`src/rtl/cbc_pkg.sv`:
```
// Shared types, constants and helper functions for the circle/box collision core.
// No dependencies; every other RTL file refers to it by scoped names.
`default_nettype none

package cbc_pkg;

    // Field widths (signed Q7.16 coordinates, unsigned Q7.16 extents).
    localparam int COORD_W   = 24;
    localparam int EXT_W     = 23;
    localparam int LOC_W     = 25;
    localparam int OFF_W     = 26;
    localparam int SQ_W      = 52;
    localparam int D2_W      = 40;
    localparam int ROOT_W    = 20;
    localparam int REM_W     = 22;
    localparam int DIST_W    = 21;
    localparam int DIV_W     = 22;
    localparam int Q_W       = 17;
    localparam int NORM_W    = 18;
    localparam int PUSH_W    = 31;
    localparam int LV_W      = 26;

    // Pipeline sizes.
    localparam int SQ_STAGES   = 20;
    localparam int DIV_STAGES  = 17;
    localparam int QUEUE_DEPTH = 4;
    localparam int QUEUE_AW    = $clog2(QUEUE_DEPTH);

    // Fixed-point constants: 1.0, 0.0005 and 0.001 in Q.16.
    localparam logic signed [NORM_W-1:0] Q_ONE    = 18'sd65536;
    localparam logic [DIST_W-1:0]        DIST_EPS = 21'd33;
    localparam logic signed [63:0]       PUSH_EPS = 64'sd66;

    // Reset values of the configuration registers.
    localparam logic [EXT_W-1:0] RADIUS_RESET    = 23'd32768;
    localparam logic [EXT_W-1:0] RADIUS_SQ_RESET = 23'd16384;

    // Configuration register indexes.
    typedef enum logic [0:0] {
        REG_BALL_RADIUS    = 1'b0,
        REG_BALL_RADIUS_SQ = 1'b1
    } cfg_reg_t;

    // Region class of the circle center relative to the box.
    typedef enum logic [1:0] {
        KIND_CORNER = 2'd0,
        KIND_SIDE_X = 2'd1,
        KIND_SIDE_Y = 2'd2
    } kind_t;

    // One classified transaction as it travels from the front end to the back end.
    typedef struct packed {
        logic signed [COORD_W-1:0] bx;
        logic signed [COORD_W-1:0] by;
        logic signed [COORD_W-1:0] vx;
        logic signed [COORD_W-1:0] vy;
        logic signed [OFF_W-1:0]   dx;
        logic signed [OFF_W-1:0]   dy;
        kind_t                     kind;
        logic                      neg;
    } item_t;

    // Q.32 to Q.16, nearest, ties away from zero.
    function automatic logic signed [63:0] round_q16(input logic signed [63:0] v);
        logic signed [63:0] bias;
        bias = v[63] ? 64'sd32767 : 64'sd32768;
        return (v + bias) >>> 16;
    endfunction

    // Clamp to the 24-bit signed range.
    function automatic logic [COORD_W-1:0] sat24(input logic signed [63:0] v);
        logic [COORD_W-1:0] r;
        if (v > 64'sd8388607) begin
            r = 24'h7FFFFF;
        end else if (v < -64'sd8388608) begin
            r = 24'h800000;
        end else begin
            r = v[COORD_W-1:0];
        end
        return r;
    endfunction

endpackage

`default_nettype wire

```
`src/rtl/cbc_front.sv`:
```
// Front end: takes input transactions, forms box-local offsets and sorts the
// center into corner or side classes, inside as a Y side. Depends on cbc_pkg.
`default_nettype none

module cbc_front (
    input  wire logic                                 aclk,
    input  wire logic                                 aresetn,
    input  wire logic                                 s_valid,
    output logic                                      s_ready,
    input  wire logic signed [cbc_pkg::COORD_W-1:0]   s_ball_x,
    input  wire logic signed [cbc_pkg::COORD_W-1:0]   s_ball_y,
    input  wire logic signed [cbc_pkg::COORD_W-1:0]   s_vel_x,
    input  wire logic signed [cbc_pkg::COORD_W-1:0]   s_vel_y,
    input  wire logic signed [cbc_pkg::COORD_W-1:0]   s_box_x,
    input  wire logic signed [cbc_pkg::COORD_W-1:0]   s_box_y,
    input  wire logic [cbc_pkg::EXT_W-1:0]            s_half_width,
    input  wire logic [cbc_pkg::EXT_W-1:0]            s_half_height,
    input  wire logic                                 q_full,
    output logic                                      push,
    output cbc_pkg::item_t                            push_item
);

    logic                                  f1_vld_reg;
    logic signed [cbc_pkg::LOC_W-1:0]      lx_reg, ly_reg;
    logic [cbc_pkg::EXT_W-1:0]             hw_reg, hh_reg;
    logic signed [cbc_pkg::COORD_W-1:0]    bx_reg, by_reg, vx_reg, vy_reg;
    logic                                  f2_vld_reg;
    cbc_pkg::item_t                        item_reg;
    cbc_pkg::item_t                        item_next;
    logic                                  fen;
    logic signed [cbc_pkg::OFF_W-1:0]      lx_ext, ly_ext, hw_ext, hh_ext;
    logic                                  x_lo, x_hi, y_lo, y_hi;

    // The front stalls only when its last stage cannot hand over to the queue.
    assign fen     = !f2_vld_reg || !q_full;
    assign s_ready = fen;
    assign push    = f2_vld_reg && !q_full;
    assign push_item = item_reg;

    // Classification of the local offset against the box extents.
    always_comb begin
        lx_ext = cbc_pkg::OFF_W'(lx_reg);
        ly_ext = cbc_pkg::OFF_W'(ly_reg);
        hw_ext = signed'({3'b000, hw_reg});
        hh_ext = signed'({3'b000, hh_reg});
        x_lo = lx_ext < -hw_ext;
        x_hi = lx_ext > hw_ext;
        y_lo = ly_ext < -hh_ext;
        y_hi = ly_ext > hh_ext;

        item_next.bx = bx_reg;
        item_next.by = by_reg;
        item_next.vx = vx_reg;
        item_next.vy = vy_reg;
        item_next.dx = x_lo ? (lx_ext + hw_ext) : (lx_ext - hw_ext);
        item_next.dy = y_hi ? (ly_ext - hh_ext) : (ly_ext + hh_ext);
        if ((x_lo || x_hi) && (y_lo || y_hi)) begin
            item_next.kind = cbc_pkg::KIND_CORNER;
            item_next.neg  = 1'b0;
        end else if (x_lo || x_hi) begin
            item_next.kind = cbc_pkg::KIND_SIDE_X;
            item_next.neg  = x_lo;
        end else begin
            // A center inside the box is pushed along the lower face.
            item_next.kind = cbc_pkg::KIND_SIDE_Y;
            item_next.neg  = !y_hi;
        end
    end

    // Valid bits of the two front stages.
    always_ff @(posedge aclk) begin
        if (!aresetn) begin
            f1_vld_reg <= 1'b0;
            f2_vld_reg <= 1'b0;
        end else if (fen) begin
            f1_vld_reg <= s_valid;
            f2_vld_reg <= f1_vld_reg;
        end
    end

    // Payload of the two front stages.
    always_ff @(posedge aclk) begin
        if (fen) begin
            lx_reg   <= cbc_pkg::LOC_W'(s_ball_x) - cbc_pkg::LOC_W'(s_box_x);
            ly_reg   <= cbc_pkg::LOC_W'(s_ball_y) - cbc_pkg::LOC_W'(s_box_y);
            hw_reg   <= s_half_width;
            hh_reg   <= s_half_height;
            bx_reg   <= s_ball_x;
            by_reg   <= s_ball_y;
            vx_reg   <= s_vel_x;
            vy_reg   <= s_vel_y;
            item_reg <= item_next;
        end
    end

endmodule

`default_nettype wire

```
`config.mk`:
```
export PLATFORM = sky130hd
export DESIGN_NAME = cbc_front
export DESIGN_NICKNAME = d
export VERILOG_FILES = /design/src/rtl/cbc_pkg.sv /design/src/rtl/cbc_front.sv
export SDC_FILE = /design/constraint.sdc
export NUM_CORES = 1
export LEC_CHECK = 0
export ABC_AREA = 1
export ABC_CLOCK_PERIOD_IN_PS = 28200
export BUFFER_PORTS_ARGS = -buffer_cell sky130_fd_sc_hd__buf_2
export CORE_ASPECT_RATIO = 1.1
export CORE_MARGIN = 8
export CORE_UTILIZATION = 45
export DETAILED_ROUTE_END_ITERATION = 10
export GPL_TIMING_DRIVEN = 0
export MAX_ROUTING_LAYER = met4
export PLACE_DENSITY = 0.66
export SLEW_MARGIN = 10
export SYNTH_ARGS = -nofsm -noshare
export SYNTH_HDL_FRONTEND = slang
export SYNTH_SLANG_ARGS = --single-unit
```
`constraint.sdc`:
```
create_clock -name aclk -period 28.2 [get_ports aclk]
set_input_delay 5.64 -clock aclk [delete_from_list [all_inputs] [get_ports aclk]]
set_output_delay 5.64 -clock aclk [all_outputs]
set_load 0.02 [all_outputs]
```
==> impl_metrics.ini <==
[status]
status = complete, no violations

[grt]
grt_pass1_vias = 19400
grt_pass1_wl_um = 105000
overflow = 0
grtUsageTotal_pct = 23.5
grt_antenna_before_repair = 11
grt_max_degree = 70

[floorplan]
die_area_um2 = 57300
die_h_um = 250
ios = 347
start_util_pct = 45.2
fp.coreArea_um2 = 49700
die_w_um = 229
num_rows = 86

[pwr]
p_leak_uw = 0.0128
vdd_drop_max_uv = 52.1
swShare_pct = 38.7
switchingPower_uw = 735
power.internal_uw = 1160
power_density_nw_per_um2 = 72.1
seqPwrFrac_pct = 37.3
power_uw = 1900
pwr-share-clk_pct = 24.7
p_comb_share_pct = 38.0

[place]
dp_hpwl_um = 55700
io_buffers = 346
placed_cell_area_um2 = 25100
gp_congestion = 0.961
pre_cts_slack_ps = 15300
place_inst = 3643

[detailed_routing]
drtPass1Iterations = 8
drcViolationCount = 0
ant_nets = 0
avgRoutedWirePerCell_um = 18.0
drt-total-wl_um = 66900
drt-initial-drc-count = 1164
via_count = 19200
routed_via_density = 5.16

[clocking]
postCtsSetupBuffers = 0
cts_htree_levels = 2
insertion_delay_ps = 560
tritoncts = yes
hold_buffers = 0
path_clk_slew_ps = 60
cts_buffers = 37
ctsResizeCount = 0
cts_buffer_depth = 3
cts_root_buf = clkbuf_16
clkSinkCount = 345

[job]
drv_cap = 0

[timing]
fin_ws_ps = 15330
skew_ps = 10.9
finalHoldViolations = 0
relSlewSlack_pct = 52.0
min_period_over_period_pct = 45.6
final.min_clock_period_ps = 12870
max_freq_mhz = 77.7
finalMaxSlewViolations = 0
final-setup-viol-count = 0
tns_ps = 0
worstMarginPinSlew_ps = 715
rsz0062_at_grt = false

[finish]
area_growth_pct = 17.2
largest_reg_flops = 151
final_cells = 3716
final_cell_mix = nand2_1, inv_1, buf_2
n_fill_cell = 4704
register_area_um2 = 10300
multi_input_area_um2 = 10500
layout_commonest_cell = nand2_1
nets = 3414
final_area_um2 = 26300
drive_above_1_share_pct = 15.6

[logic_synthesis]
syn_nets = 3024
synthDistinctLibCells = 44
synth.top_cell.area_share_pct = 45.9
synth_area_leader_cell = edfxtp_1
ys_warn_count = 0
yosysSeqAreaShare_pct = 46.1
syn_avg_cell_area_um2 = 8.53
synth_area_um2 = 22500
synthTopCellsByArea = edfxtp_1, nand2_1, ha_1
ys_ff_latch = 345
syn-instance-count = 2632

[critical_path]
crit_path_end_kind = output port
required_ps = 22560
startpoint_type = input port
crit_arrival_ps = 7230
cp_max_fo = 67
crit_type = input port to output port

[worst_hold_path]
holdCritPathClass = flop to flop
[path summary, 6_finish.rpt]
check | from | slack, ps | depth (start not counted) | to
setup / recovery | q_full | 15330 | 5 | s_ready
setup reg to reg | hw_reg[1]$_DFFE_PP_ | 24290 | 22 | push_item[42]$_DFFE_PP_
hold / removal | vx_reg[6]$_DFFE_PP_ | 410 | 0 | push_item[85]$_DFFE_PP_
hold reg to reg | vx_reg[6]$_DFFE_PP_ | 410 | 0 | push_item[85]$_DFFE_PP_
[power groups by stage]
stage,clock network (uW),registers (uW),logic [uW]
global route,499,716,806
finish,469,708,722
detailed placement,0,718,714
CTS,482,708,717
global placement,0,723,709
floorplan,0,777,422
[logic make-up after synthesis]
group | after synthesis | synth area share [%]
and+or+nand+nor | 1220 | 22.7
buffers and inverters | 403 | 7.16
AOI/OAI and AO/OA | 353 | 8.43
DFF | 345 | 46.1
adders and majority gates | 198 | 11.2
xor gates and xnor gates | 113 | 4.41
[critical path, stage by stage]
cell and delay (ps):
buf_2 130, nand2_4 460, buf_16 350, buf_16 310, buf_2 230
[layer usage]
| layer | wire, um | share of wire, % | GRT usage (%) | up-vias |
|---|---|---|---|---|
| met5 | 0 | 0 | - | - |
| met4 | 1600 | 2.4 | 5.89 | 0 |
| met3 | 5060 | 7.6 | 5.62 | 101 |
| met2 | 30000 | 45 | 36.8 | 598 |
| met1 | 30200 | 45 | 30.5 | 8933 |
| li1 | - | - | - | 9543 |
[final cells by class]
class / count / area share [%]
timing repair buffer: 351 / 7.07
sequential: 345 / 39.3
multi-input combinational: 1884 / 39.9
antenna: 10 / 0.0951
clock buffer: 40 / 3.56
inverter: 370 / 5.28
tap: 660 / 3.14
buffer: 33 / 0.827
clock inverter: 23 / 0.803
[synthesized netlist by cell type, drive strengths merged]
library cell / number
o31ai: 2
a21boi: 4
nor3: 44
inv: 370
and2: 6
xnor2: 12
and3: 1
fa: 6
o22ai: 2
o211ai: 5
xor2: 101
o21bai: 18
nand3: 129
a21o: 10
a21oi: 188
nand4: 46
a31oi: 2
o21ai: 116
o21a: 5
buf: 32
edfxtp: 343
dfxtp: 2
or2: 2
ha: 192
nand3b: 2
a211oi: 1
nor4: 14
nand2: 746
nor2: 230
clkbuf: 1
[per-stage QoR]
step	hold slack, ps	utilization [%]
6_report	411	52.9
5_1_grt	420	52.9
4_1_cts	415	52.9
2_1_floorplan	400	-
3_3_place_gp	400	50.3
3_5_place_dp	405	50.6
No activity file was read; power rests on OpenSTA's default activity.
