[config.mk]
export PLATFORM = sky130hd
export DESIGN_NAME = cbc_queue
export DESIGN_NICKNAME = d
export VERILOG_FILES = /design/src/rtl/cbc_pkg.sv /design/src/rtl/cbc_queue.sv
export SDC_FILE = /design/constraint.sdc
export NUM_CORES = 1
export LEC_CHECK = 0
export ABC_AREA = 1
export BUFFER_PORTS_ARGS = -buffer_cell sky130_fd_sc_hd__buf_2
export CORE_AREA = 2 2 258 260
export DETAILED_ROUTE_END_ITERATION = 10
export DIE_AREA = 0 0 260 262
export GPL_TIMING_DRIVEN = 0
export HOLD_SLACK_MARGIN = 0.08
export PLACE_DENSITY = 0.6
export SYNTH_ARGS = -nofsm -noshare
export SYNTH_HDL_FRONTEND = slang
export SYNTH_SLANG_ARGS = --single-unit
[constraint.sdc]
create_clock -name aclk -period 18.24 [get_ports aclk]
set_input_delay 0.912 -clock aclk [delete_from_list [all_inputs] [get_ports aclk]]
set_output_delay 0.912 -clock aclk [all_outputs]
set_load 0.05 [all_outputs]
[src/rtl/cbc_pkg.sv]
// Shared types, constants and helper functions for the circle/box collision core.
// No dependencies; every other RTL file refers to it by scoped names.
`default_nettype none

package cbc_pkg;

    // Field widths (signed Q7.16 coordinates, unsigned Q7.16 extents).
    localparam int COORD_W   = 24;
    localparam int EXT_W     = 23;
    localparam int LOC_W     = 25;
    localparam int OFF_W     = 26;
    localparam int SQ_W      = 52;
    localparam int D2_W      = 40;
    localparam int ROOT_W    = 20;
    localparam int REM_W     = 22;
    localparam int DIST_W    = 21;
    localparam int DIV_W     = 22;
    localparam int Q_W       = 17;
    localparam int NORM_W    = 18;
    localparam int PUSH_W    = 31;
    localparam int LV_W      = 26;

    // Pipeline sizes.
    localparam int SQ_STAGES   = 20;
    localparam int DIV_STAGES  = 17;
    localparam int QUEUE_DEPTH = 4;
    localparam int QUEUE_AW    = $clog2(QUEUE_DEPTH);

    // Fixed-point constants: 1.0, 0.0005 and 0.001 in Q.16.
    localparam logic signed [NORM_W-1:0] Q_ONE    = 18'sd65536;
    localparam logic [DIST_W-1:0]        DIST_EPS = 21'd33;
    localparam logic signed [63:0]       PUSH_EPS = 64'sd66;

    // Reset values of the configuration registers.
    localparam logic [EXT_W-1:0] RADIUS_RESET    = 23'd32768;
    localparam logic [EXT_W-1:0] RADIUS_SQ_RESET = 23'd16384;

    // Configuration register indexes.
    typedef enum logic [0:0] {
        REG_BALL_RADIUS    = 1'b0,
        REG_BALL_RADIUS_SQ = 1'b1
    } cfg_reg_t;

    // Region class of the circle center relative to the box.
    typedef enum logic [1:0] {
        KIND_CORNER = 2'd0,
        KIND_SIDE_X = 2'd1,
        KIND_SIDE_Y = 2'd2
    } kind_t;

    // One classified transaction as it travels from the front end to the back end.
    typedef struct packed {
        logic signed [COORD_W-1:0] bx;
        logic signed [COORD_W-1:0] by;
        logic signed [COORD_W-1:0] vx;
        logic signed [COORD_W-1:0] vy;
        logic signed [OFF_W-1:0]   dx;
        logic signed [OFF_W-1:0]   dy;
        kind_t                     kind;
        logic                      neg;
    } item_t;

    // Q.32 to Q.16, nearest, ties away from zero.
    function automatic logic signed [63:0] round_q16(input logic signed [63:0] v);
        logic signed [63:0] bias;
        bias = v[63] ? 64'sd32767 : 64'sd32768;
        return (v + bias) >>> 16;
    endfunction

    // Clamp to the 24-bit signed range.
    function automatic logic [COORD_W-1:0] sat24(input logic signed [63:0] v);
        logic [COORD_W-1:0] r;
        if (v > 64'sd8388607) begin
            r = 24'h7FFFFF;
        end else if (v < -64'sd8388608) begin
            r = 24'h800000;
        end else begin
            r = v[COORD_W-1:0];
        end
        return r;
    endfunction

endpackage

`default_nettype wire

[src/rtl/cbc_queue.sv]
// Short register queue that decouples the front end from the back end.
// Depends on cbc_pkg for the item type and depth.
`default_nettype none

module cbc_queue (
    input  wire logic            aclk,
    input  wire logic            aresetn,
    input  wire logic            push_i,
    input  wire cbc_pkg::item_t  push_item,
    input  wire logic            pop_i,
    output logic                 full,
    output logic                 empty,
    output cbc_pkg::item_t       head_item
);

    logic [cbc_pkg::QUEUE_AW-1:0] wr_ptr_reg, rd_ptr_reg;
    logic [cbc_pkg::QUEUE_AW:0]   count_reg, count_next;
    cbc_pkg::item_t               mem_reg [cbc_pkg::QUEUE_DEPTH];
    logic                         do_push, do_pop;

    assign full      = count_reg == (cbc_pkg::QUEUE_AW + 1)'(cbc_pkg::QUEUE_DEPTH);
    assign empty     = count_reg == '0;
    assign do_push   = push_i && !full;
    assign do_pop    = pop_i && !empty;
    assign head_item = mem_reg[rd_ptr_reg];

    // Occupancy follows pushes and pops.
    always_comb begin
        count_next = count_reg;
        if (do_push && !do_pop) begin
            count_next = count_reg + 1'b1;
        end else if (do_pop && !do_push) begin
            count_next = count_reg - 1'b1;
        end
    end

    // Pointers and count.
    always_ff @(posedge aclk) begin
        if (!aresetn) begin
            wr_ptr_reg <= '0;
            rd_ptr_reg <= '0;
            count_reg  <= '0;
        end else begin
            count_reg <= count_next;
            if (do_push) begin
                wr_ptr_reg <= wr_ptr_reg + 1'b1;
            end
            if (do_pop) begin
                rd_ptr_reg <= rd_ptr_reg + 1'b1;
            end
        end
    end

    // Storage.
    always_ff @(posedge aclk) begin
        if (do_push) begin
            mem_reg[wr_ptr_reg] <= push_item;
        end
    end

`ifndef ASSERT_OFF
    a_count_bound: assert property (@(posedge aclk) disable iff (!aresetn)
        count_reg <= (cbc_pkg::QUEUE_AW + 1)'(cbc_pkg::QUEUE_DEPTH))
        else $error("queue count exceeds depth");
    a_count_up: assert property (@(posedge aclk) disable iff (!aresetn)
        (do_push && !do_pop) |=> count_reg == $past(count_reg) + 1'b1)
        else $error("queue count did not follow a push");
    a_count_down: assert property (@(posedge aclk) disable iff (!aresetn)
        (do_pop && !do_push) |=> count_reg == $past(count_reg) - 1'b1)
        else $error("queue count did not follow a pop");
    a_no_pop_empty: assert property (@(posedge aclk) disable iff (!aresetn)
        !(pop_i && empty))
        else $error("pop requested from an empty queue");
`endif

endmodule

`default_nettype wire

==> flow_metrics.tcl, run 1 <==
set metrics [dict create \
    status "finished, final reports clean" \
    hp-start "push_item[66]" \
    layoutNonFillerInstCount 2853 \
    grtUsageTotal_pct 17.7 \
    placed_area_mm2 0.0259 \
    cts_tree "done" \
    worst-path-buf-inv 4 \
    crit_fanout 10 \
    worstSetupPathType "reg -> out" \
    synth_cells 1530 \
    drt_pass1_iterations 5 \
    routed_wl_um 61900 \
    wl_met3_um 5140 \
    p_per_area_mw_per_mm2 165 \
    die_x_um 260 \
    p_leak_nw 9.81 \
    postRouteAntennaNets 0 \
    maxCapViolations 0 \
    crit_slowest_cell "clkbuf_1" \
    clk_pin_slew_ns 0.06 \
    fin_setup_tns_ns 0 \
    whs_path_depth 1 \
    r2r_start "count_reg[0]" \
    synth_nets 1691 \
    num_vias 14311 \
    grt_pass1_vias 14196 \
    syn_to_final_growth_pct 23.6 \
    hold_path.class "in -> reg" \
    cts_root_buffer "clkbuf_16" \
    finalSetupViolCount 0 \
    final_cell_area_mm2 0.0281 \
    maxSlewHeadroom_pct 47.6 \
    coreArea_mm2 0.0653 \
    min_to "mem_reg[3][66]" \
    cts_resized 0 \
    r2r_cells 8 \
    wl_per_cell_um 21.7 \
    clock-sinks 613 \
    finalNetCount 2091 \
    synth_cell_types 20 \
    fin_crit_ns 3.52 \
    vdd_drop_max_mv 0.113 \
    insertion_delay_ns 0.60 \
    timing.rr.end "mem_reg[1][81]" \
    finalMaxSlewViolations 0 \
    end_kind "output pin" \
    place_congestion 0.758 \
    path_delay_family "buffers and inverters" \
    drt-met1-wl_um 25700 \
    clock.fmax_ghz 0.284 \
    fin_skew_ns 0.0152 \
    ctsHoldBuffers 0 \
    initial_core_util_pct 34.9 \
    rows 94 \
    grt_pass1_wl_um 89600 \
    ios 308 \
    worstMarginPinSlew_ns 0.784 \
    drt_iter0_drc 1159 \
    io_buffers 307 \
    route.detailed.drc 0 \
    postCtsSetupRepairBufs 0 \
    routed.top_layer "met5" \
    worst-path-stages 6 \
    fin_crit_sh_pct 19.3 \
    arrival_ns 2.60 \
    yosysWarnings 0 \
    max-clock-path-buffers 3 \
    overflow 0 \
    placedCellCount 2725 \
    rsz0062_at_grt "no" \
    numCtsBuffers 67 \
    largest_reg_flops 604 \
    yosys.area.top_type "edfxtp_1" \
    hold_viol 0 \
    ys_seq_area_share_pct 80.5 \
    syn-cell-area_mm2 0.0228 \
    synth.avg_cell_area_um2 14.9 \
    synth_area_leaders "edfxtp_1 80%, o21ai_0 5.9%, nor2_1 5.2%" \
    ys_seq_elements 613 \
    synthDominantCellAreaShare_pct 79.7 \
    crit_chain "buf_4, buf_6, clkbuf_1, o21ai_0, o22ai_1, buf_2" \
    die_area_mm2 0.0681 \
    wl_met2_um 29600 \
    reg2reg_slack_ns 15.34 \
    htreeDepth 3 \
    vias_per_cell 5.02 \
    hpwl_um 39300 \
    worstSetupStartpointType "flip-flop" \
    grt_max_degree 29 \
    cp.required_ns 17.33 \
    antenna_found_initial 15 \
    slowest_delay_ns 0.52 \
    die-height_um 262 \
    layout-drive-gt1-share_pct 25.1 \
]
## per-stage QoR
step / hold slack (ns) / util, % / worst slack (ns) / total power, mW
3_5_place_dp: 0.507 / 39.7 / 14.94 / 3.33
3_3_place_gp: 0.483 / 38.9 / 4.31 / 3.35
6_report: 0.516 / 43.1 / 14.72 / 4.64
5_1_grt: 0.494 / 43.1 / 14.50 / 4.83
4_1_cts: 0.476 / 43.1 / 14.61 / 4.70
2_1_floorplan: 0.465 / - / 10.29 / 2.84
## layer usage
metal	GRT usage, %	vias up
met5	0	-
met4	5.00	20
met3	5.29	116
met2	28.8	485
met1	23.1	7078
li1	-	6612
## worst max-delay path by stage
stage | to | slack (ns)
2_1_floorplan | mem_reg[0][0] | 10.29
3_5_place_dp | mem_reg[1][83] | 14.94
4_1_cts | head_item[40] | 14.61
3_3_place_gp | mem_reg[3][83] | 4.31
5_1_grt | head_item[109] | 14.50
6_report | head_item[105] | 14.72
## Yosys cell counts
library cell and count:
edfxtp_1 604, nor2_1 316, o21ai_0 268, o22ai_1 151
clkbuf_1 36, buf_2 35, o21ai_1 35, inv_1 16
nand2_1 15, clkbuf_2 12, buf_6 11, dfxtp_1 9
buf_4 5, ha_1 5, nand3_1 4, a21oi_1 3
inv_2 2, fa_1 1, nand3b_1 1, xor2_1 1
## cell families (layout without fill, tap and decap cells)
group / count (synthesis) / count (layout) / share of synthesized area [%]
adders and majority gates: 6 / 6 / 0.363
buffers and inverters: 117 / 569 / 2.63
other: 0 / 7 / 0
DFF: 613 / 613 / 80.5
AOI/OAI and AO/OA: 457 / 457 / 10.9
xor gates and xnor gates: 1 / 1 / 0.0385
and+or+nand+nor: 336 / 336 / 5.58
## power by group
part | switching [mW] | leakage [nW] | internal [mW]
registers | 0.0316 | 5.61 | 1.71
logic | 1.21 | 3.13 | 0.329
clock network | 0.549 | 1.08 | 0.812
## layout make-up
class,count,area [µm²]
multi-input cells,800,3870
inverters,18,67.6
repair buffers,331,2030
clock inverters,37,438
clock buffers,84,1780
fillers,5922,37100
diodes,7,17.5
plain buffers,99,532
flip-flops and latches,613,18300
well taps,864,1080
## placed cells by master, fill, tap and decap left out, types with 7 or more instances in the layout
| cell type | netlist | final |
|---|---|---|
| buf_12 | 0 | 22 |
| buf_2 | 35 | 342 |
| buf_6 | 11 | 11 |
| bufinv_16 | 0 | 8 |
| clkbuf_1 | 36 | 51 |
| clkbuf_16 | 0 | 69 |
| clkbuf_2 | 12 | 12 |
| clkinv_1 | 0 | 9 |
| clkinv_2 | 0 | 10 |
| dfxtp_1 | 9 | 9 |
| diode_2 | 0 | 7 |
| edfxtp_1 | 604 | 604 |
| inv_1 | 16 | 16 |
| nand2_1 | 15 | 15 |
| nor2_1 | 316 | 312 |
| o21ai_0 | 268 | 268 |
| o21ai_1 | 35 | 35 |
| o22ai_1 | 151 | 151 |
Power figures use the tool's default switching activity.
==> run 2, diff against run 1 <==
--- a/config.mk
+++ b/config.mk
@@ -12,7 +12,7 @@
 export DIE_AREA = 0 0 260 262
 export GPL_TIMING_DRIVEN = 0
 export HOLD_SLACK_MARGIN = 0.08
-export PLACE_DENSITY = 0.6
+export PLACE_DENSITY = 0.62
 export SYNTH_ARGS = -nofsm -noshare
 export SYNTH_HDL_FRONTEND = slang
 export SYNTH_SLANG_ARGS = --single-unit
==> constraint.sdc (replaced) <==
create_clock -name aclk -period 3.09 [get_ports aclk]
set_input_delay 0.1545 -clock aclk [delete_from_list [all_inputs] [get_ports aclk]]
set_output_delay 0.1545 -clock aclk [all_outputs]
set_load 0.05 [all_outputs]
==> flow_metrics.tcl, run 2 (synthesis results as in run 1) <==
set metrics [dict create \
    grt_pass1_vias 15505 \
    vdd_drop_max_mv 0.588 \
    grt_max_degree 28 \
    grt_pass1_wl_um 93100 \
    rsz0062_at_grt "no" \
    insertion_delay_ns 0.59 \
    postRouteAntennaNets 0 \
    routed_wl_um 63800 \
    crit_fanout 10 \
    arrival_ns 2.69 \
    initial_core_util_pct 34.9 \
    vias_per_cell 5.00 \
    antenna_found_initial 9 \
    finalPower_mw 27.5 \
    fin_crit_sh_pct 92.1 \
    finalWorstSetupSlack_ns 0.243 \
    p_per_area_mw_per_mm2 926 \
    worstMarginPinSlew_ns 0.725 \
    cp.required_ns 2.94 \
    largest_reg_flops 604 \
    reg2reg_slack_ns 0.74 \
    final_common_cell "edfxtp_1" \
    clock.fmax_ghz 0.351 \
    ios 308 \
    rows 94 \
    clock-sinks 613 \
    postCtsSetupRepairBufs 0 \
    worstSetupPathType "reg -> out" \
    num_vias 15020 \
    htreeDepth 3 \
    cts_root_buffer "clkbuf_16" \
    route.detailed.drc 0 \
    dpl_worst_slack_ns 0.763 \
    finalMaxSlewViolations 0 \
    final_cell_mix "604 x edfxtp_1, 342 x buf_2, 311 x nor2_1, 268 x o21ai_0, 154 x dlygate4sd3_1" \
    p_leak_nw 10.4 \
    finalSetupViolCount 0 \
    drt_iter0_drc 1029 \
    maxSlewHeadroom_pct 51.6 \
    numCtsBuffers 67 \
    die_area_mm2 0.0681 \
    ctsHoldBuffers 154 \
    coreArea_mm2 0.0653 \
    fin_skew_ns 0.0139 \
    cts_tree "done" \
    cts_resized 0 \
    end_kind "output pin" \
    die_x_um 260 \
    die-height_um 262 \
    fin_crit_ns 2.85 \
    hpwl_um 40100 \
    syn_to_final_growth_pct 30.2 \
    hold_viol 0 \
    status "finished, final reports clean" \
    max-clock-path-buffers 3 \
    maxCapViolations 0 \
    worstSetupStartpointType "flip-flop" \
    io_buffers 307 \
    hold_path.class "in -> reg" \
    place_congestion 0.767 \
    overflow 0 \
    clk_pin_slew_ns 0.06 \
    layout-drive-gt1-share_pct 23.5 \
    finalNetCount 2245 \
    drt_pass1_iterations 5 \
    wl_per_cell_um 21.2 \
    grtUsageTotal_pct 18.3 \
]
run 2: power by group:
part	total (mW)	leakage, nW	internal, mW	switching [mW]
clock	7.87	1.05	4.64	3.23
combinational	9.29	3.77	2.07	7.22
sequential	10.3	5.61	10.1	0.194
total	27.5	10.4	16.8	10.6
run 2: through the flow:
| stage | cells | hold WS [ns] | instance area, µm² | util [%] | TNS [ns] |
|---|---|---|---|---|---|
| final | 3005 | 0.315 | 29600 | 45.4 | 0 |
| after floorplan | 1530 | 0.253 | 22800 | - | -104.35 |
| after CTS | 3001 | 0.255 | 29600 | 45.4 | 0 |
| after global placement | 2701 | 0.364 | 25400 | 38.9 | -1298.40 |
| after global routing | 3004 | 0.287 | 29600 | 45.4 | 0 |
| after detailed placement | 2725 | 0.370 | 25900 | 39.7 | 0 |
run 2: final timing paths:
path / startpoint / endpoint / depth (start not counted)
setup / recovery: flip-flop / head_item[106] / 7
hold / removal: push_item[19] / mem_reg[2][19] / 2
setup reg to reg: count_reg[0] / mem_reg[0][77] / 7
hold reg to reg: rd_ptr_reg[0] / rd_ptr_reg[0] / 2
run 2: cell type report:
cell class                      count  area, µm²
Antenna cell                        4       10.0
Tap cell                          864       1080
Clock inverter                     35        293
Timing Repair Buffer              485       3570
Multi-Input combinational cell    800       3880
Inverter                           18       67.6
Fill cell                        5721      35600
Clock buffer                       87       1880
Sequential cell                   613      18300
Buffer                             99        532
run 2: metal layers:
metal,track usage (%),part of all wire [%]
met1,23.3,42
met2,30.8,49
met3,4.45,6.9
met4,5.80,2.3
met5,0,0.10
run 2: worst max-delay path, stage by stage (launching register included):
cell	delay, ns
dfxtp_1	0.30
buf_4	0.20
inv_2	0.23
buf_4	0.32
buf_2	0.33
o21ai_0	0.14
o22ai_1	0.17
buf_2	0.38
==> run 3, diff against run 2 <==
--- a/config.mk
+++ b/config.mk
@@ -7,12 +7,12 @@
 export LEC_CHECK = 0
 export ABC_AREA = 1
 export BUFFER_PORTS_ARGS = -buffer_cell sky130_fd_sc_hd__buf_2
-export CORE_AREA = 2 2 258 260
+export CORE_AREA = 2 2 213 215
 export DETAILED_ROUTE_END_ITERATION = 10
-export DIE_AREA = 0 0 260 262
+export DIE_AREA = 0 0 215 217
 export GPL_TIMING_DRIVEN = 0
-export HOLD_SLACK_MARGIN = 0.08
-export PLACE_DENSITY = 0.62
+export PLACE_DENSITY = 0.82
+export SETUP_SLACK_MARGIN = 0.5
 export SYNTH_ARGS = -nofsm -noshare
 export SYNTH_HDL_FRONTEND = slang
 export SYNTH_SLANG_ARGS = --single-unit
==> flow_metrics.tcl, run 3 (synthesis results as in run 1) <==
set metrics [dict create \
    nFillCells 2968 \
    route.detailed.drc 0 \
    finalSetupViolCount 0 \
    place_congestion 0.793 \
    min_to "mem_reg[0][15]" \
    vdd_drop_max_mv 0.960 \
    overflow 0 \
    numCtsBuffers 58 \
    crit_chain "buf_4, inv_4, buf_8, buf_2, o21ai_0, o22ai_1, clkbuf_4" \
    initial_core_util_pct 50.9 \
    vias_per_cell 5.78 \
    finalPower_mw 26.4 \
    rsz0062_at_grt "yes" \
    path_delay_family "buffers and inverters" \
    p_leak_nw 10.4 \
    worst-path-buf-inv 5 \
    layout-drive-gt1-share_pct 24.3 \
    clock.fmax_ghz 0.391 \
    slowest_delay_ns 0.32 \
    final_common_cell "edfxtp_1" \
    final_cell_area_mm2 0.0291 \
    status "finished, final reports clean" \
    drt_pass1_iterations 5 \
    worstSetupStartpointType "flip-flop" \
    largest_reg_flops 604 \
    routed_wl_um 61200 \
    maxCapViolations 0 \
    fin_crit_ns 2.56 \
    whs_path_depth 2 \
    hpwl_um 36100 \
    finalNetCount 2235 \
    r2r_cells 7 \
    insertion_delay_ns 0.62 \
    syn_to_final_growth_pct 27.7 \
    max-clock-path-buffers 3 \
    reg2reg_slack_ns 0.74 \
    final_cell_mix "604 x edfxtp_1, 311 x nor2_1, 301 x buf_2, 268 x o21ai_0, 154 x dlygate4sd3_1" \
    fin_crit_sh_pct 82.7 \
    grtUsageTotal_pct 25.4 \
    p_per_area_mw_per_mm2 908 \
    end_kind "output pin" \
    htreeDepth 2 \
    grt_max_degree 30 \
    hold_path.class "in -> reg" \
    grt_pass1_vias 15990 \
    postCtsSetupRepairBufs 0 \
    timing.rr.end "mem_reg[2][50]" \
    hold_viol 0 \
    postRouteAntennaNets 0 \
    fin_skew_ns 0.0304 \
    die-height_um 217 \
    clock-sinks 613 \
    hp-start "push_item[15]" \
    io_buffers 307 \
    crit_fanout 10 \
    ios 308 \
    finalMaxSlewViolations 0 \
    drt_iter0_drc 1754 \
    worstSetupPathType "reg -> out" \
    grt_pass1_wl_um 90300 \
    crit_slowest_cell "dfxtp_1" \
    cp.required_ns 2.94 \
    num_vias 15760 \
    r2r_start "count_reg[0]" \
    maxSlewHeadroom_pct 48.2 \
    wl_per_cell_um 22.5 \
    arrival_ns 2.40 \
    worstMarginPinSlew_ns 0.776 \
    cts_tree "done" \
    die_area_mm2 0.0467 \
    rows 78 \
    placed_area_mm2 0.0255 \
    cts_root_buffer "clkbuf_16" \
    fin_setup_tns_ns 0 \
    die_x_um 215 \
    coreArea_mm2 0.0447 \
    clk_pin_slew_ns 0.07 \
    antenna_found_initial 7 \
]
-- run 3: how the worst max path moves through the flow --
| stage | startpoint | endpoint | slack [ns] | cells past startpoint |
|---|---|---|---|---|
| finish | flip-flop | head_item[128] | 0.53 | 7 |
| global route | flip-flop | head_item[109] | 0.48 | 7 |
| CTS | flip-flop | head_item[78] | 0.47 | 6 |
| detailed placement | count_reg[0] | mem_reg[2][71] | 0.61 | 7 |
| global placement | count_reg[0] | mem_reg[3][77] | -1.97 | 4 |
| floorplan | count_reg[0] | mem_reg[0][0] | -0.19 | 4 |
-- run 3: power by group --
group	total, mW	leakage, nW	internal [mW]	switching [mW]
Clock	6.61	0.851	3.67	2.94
Combinational	9.44	3.90	2.23	7.21
Sequential	10.3	5.61	10.1	0.224
-- run 3: what timing repair did --
| action | CTS | global route |
|---|---|---|
| hold endpoints to repair | 613 | 0 |
| pin swaps | 0 | 2 |
| hold buffers | 154 | 0 |
| resized for setup | 27 | 83 |
| gates cloned | 0 | 1 |
| endpoints found under the setup margin | 121 | 141 |
-- run 3: metal layers --
layer / GRT usage [%] / vias to the layer above / share of wire [%]
met4: 10.5 / 0 / 3.5
met1: 31.1 / 7796 / 37
met5: 0 / - / 0
met3: 5.20 / 141 / 9.0
li1: - / 6886 / -
met2: 44.4 / 937 / 50
-- run 3: cell type report --
class                           count  area, µm²  area share, %
Sequential cell                   613      18300           63.0
Timing Repair Buffer              483       3620           12.5
Buffer                             99        633           2.18
Clock buffer                       76       1580           5.44
Tap cell                          600        751           2.58
Antenna cell                        6       15.0         0.0517
Clock inverter                     29        184          0.633
Inverter                           18       70.1          0.241
Multi-Input combinational cell    801       3890           13.4
-- run 3: per-stage QoR --
step	util, %	hold slack [ns]	cells	setup slack [ns]
finish	65.0	0.290	2725	0.534
global route	65.0	0.280	2725	0.476
CTS	64.7	0.252	2718	0.470
detailed placement	57.2	0.369	2459	0.612
global placement	56.1	0.363	2437	-1.97
floorplan	-	0.253	1530	-0.187
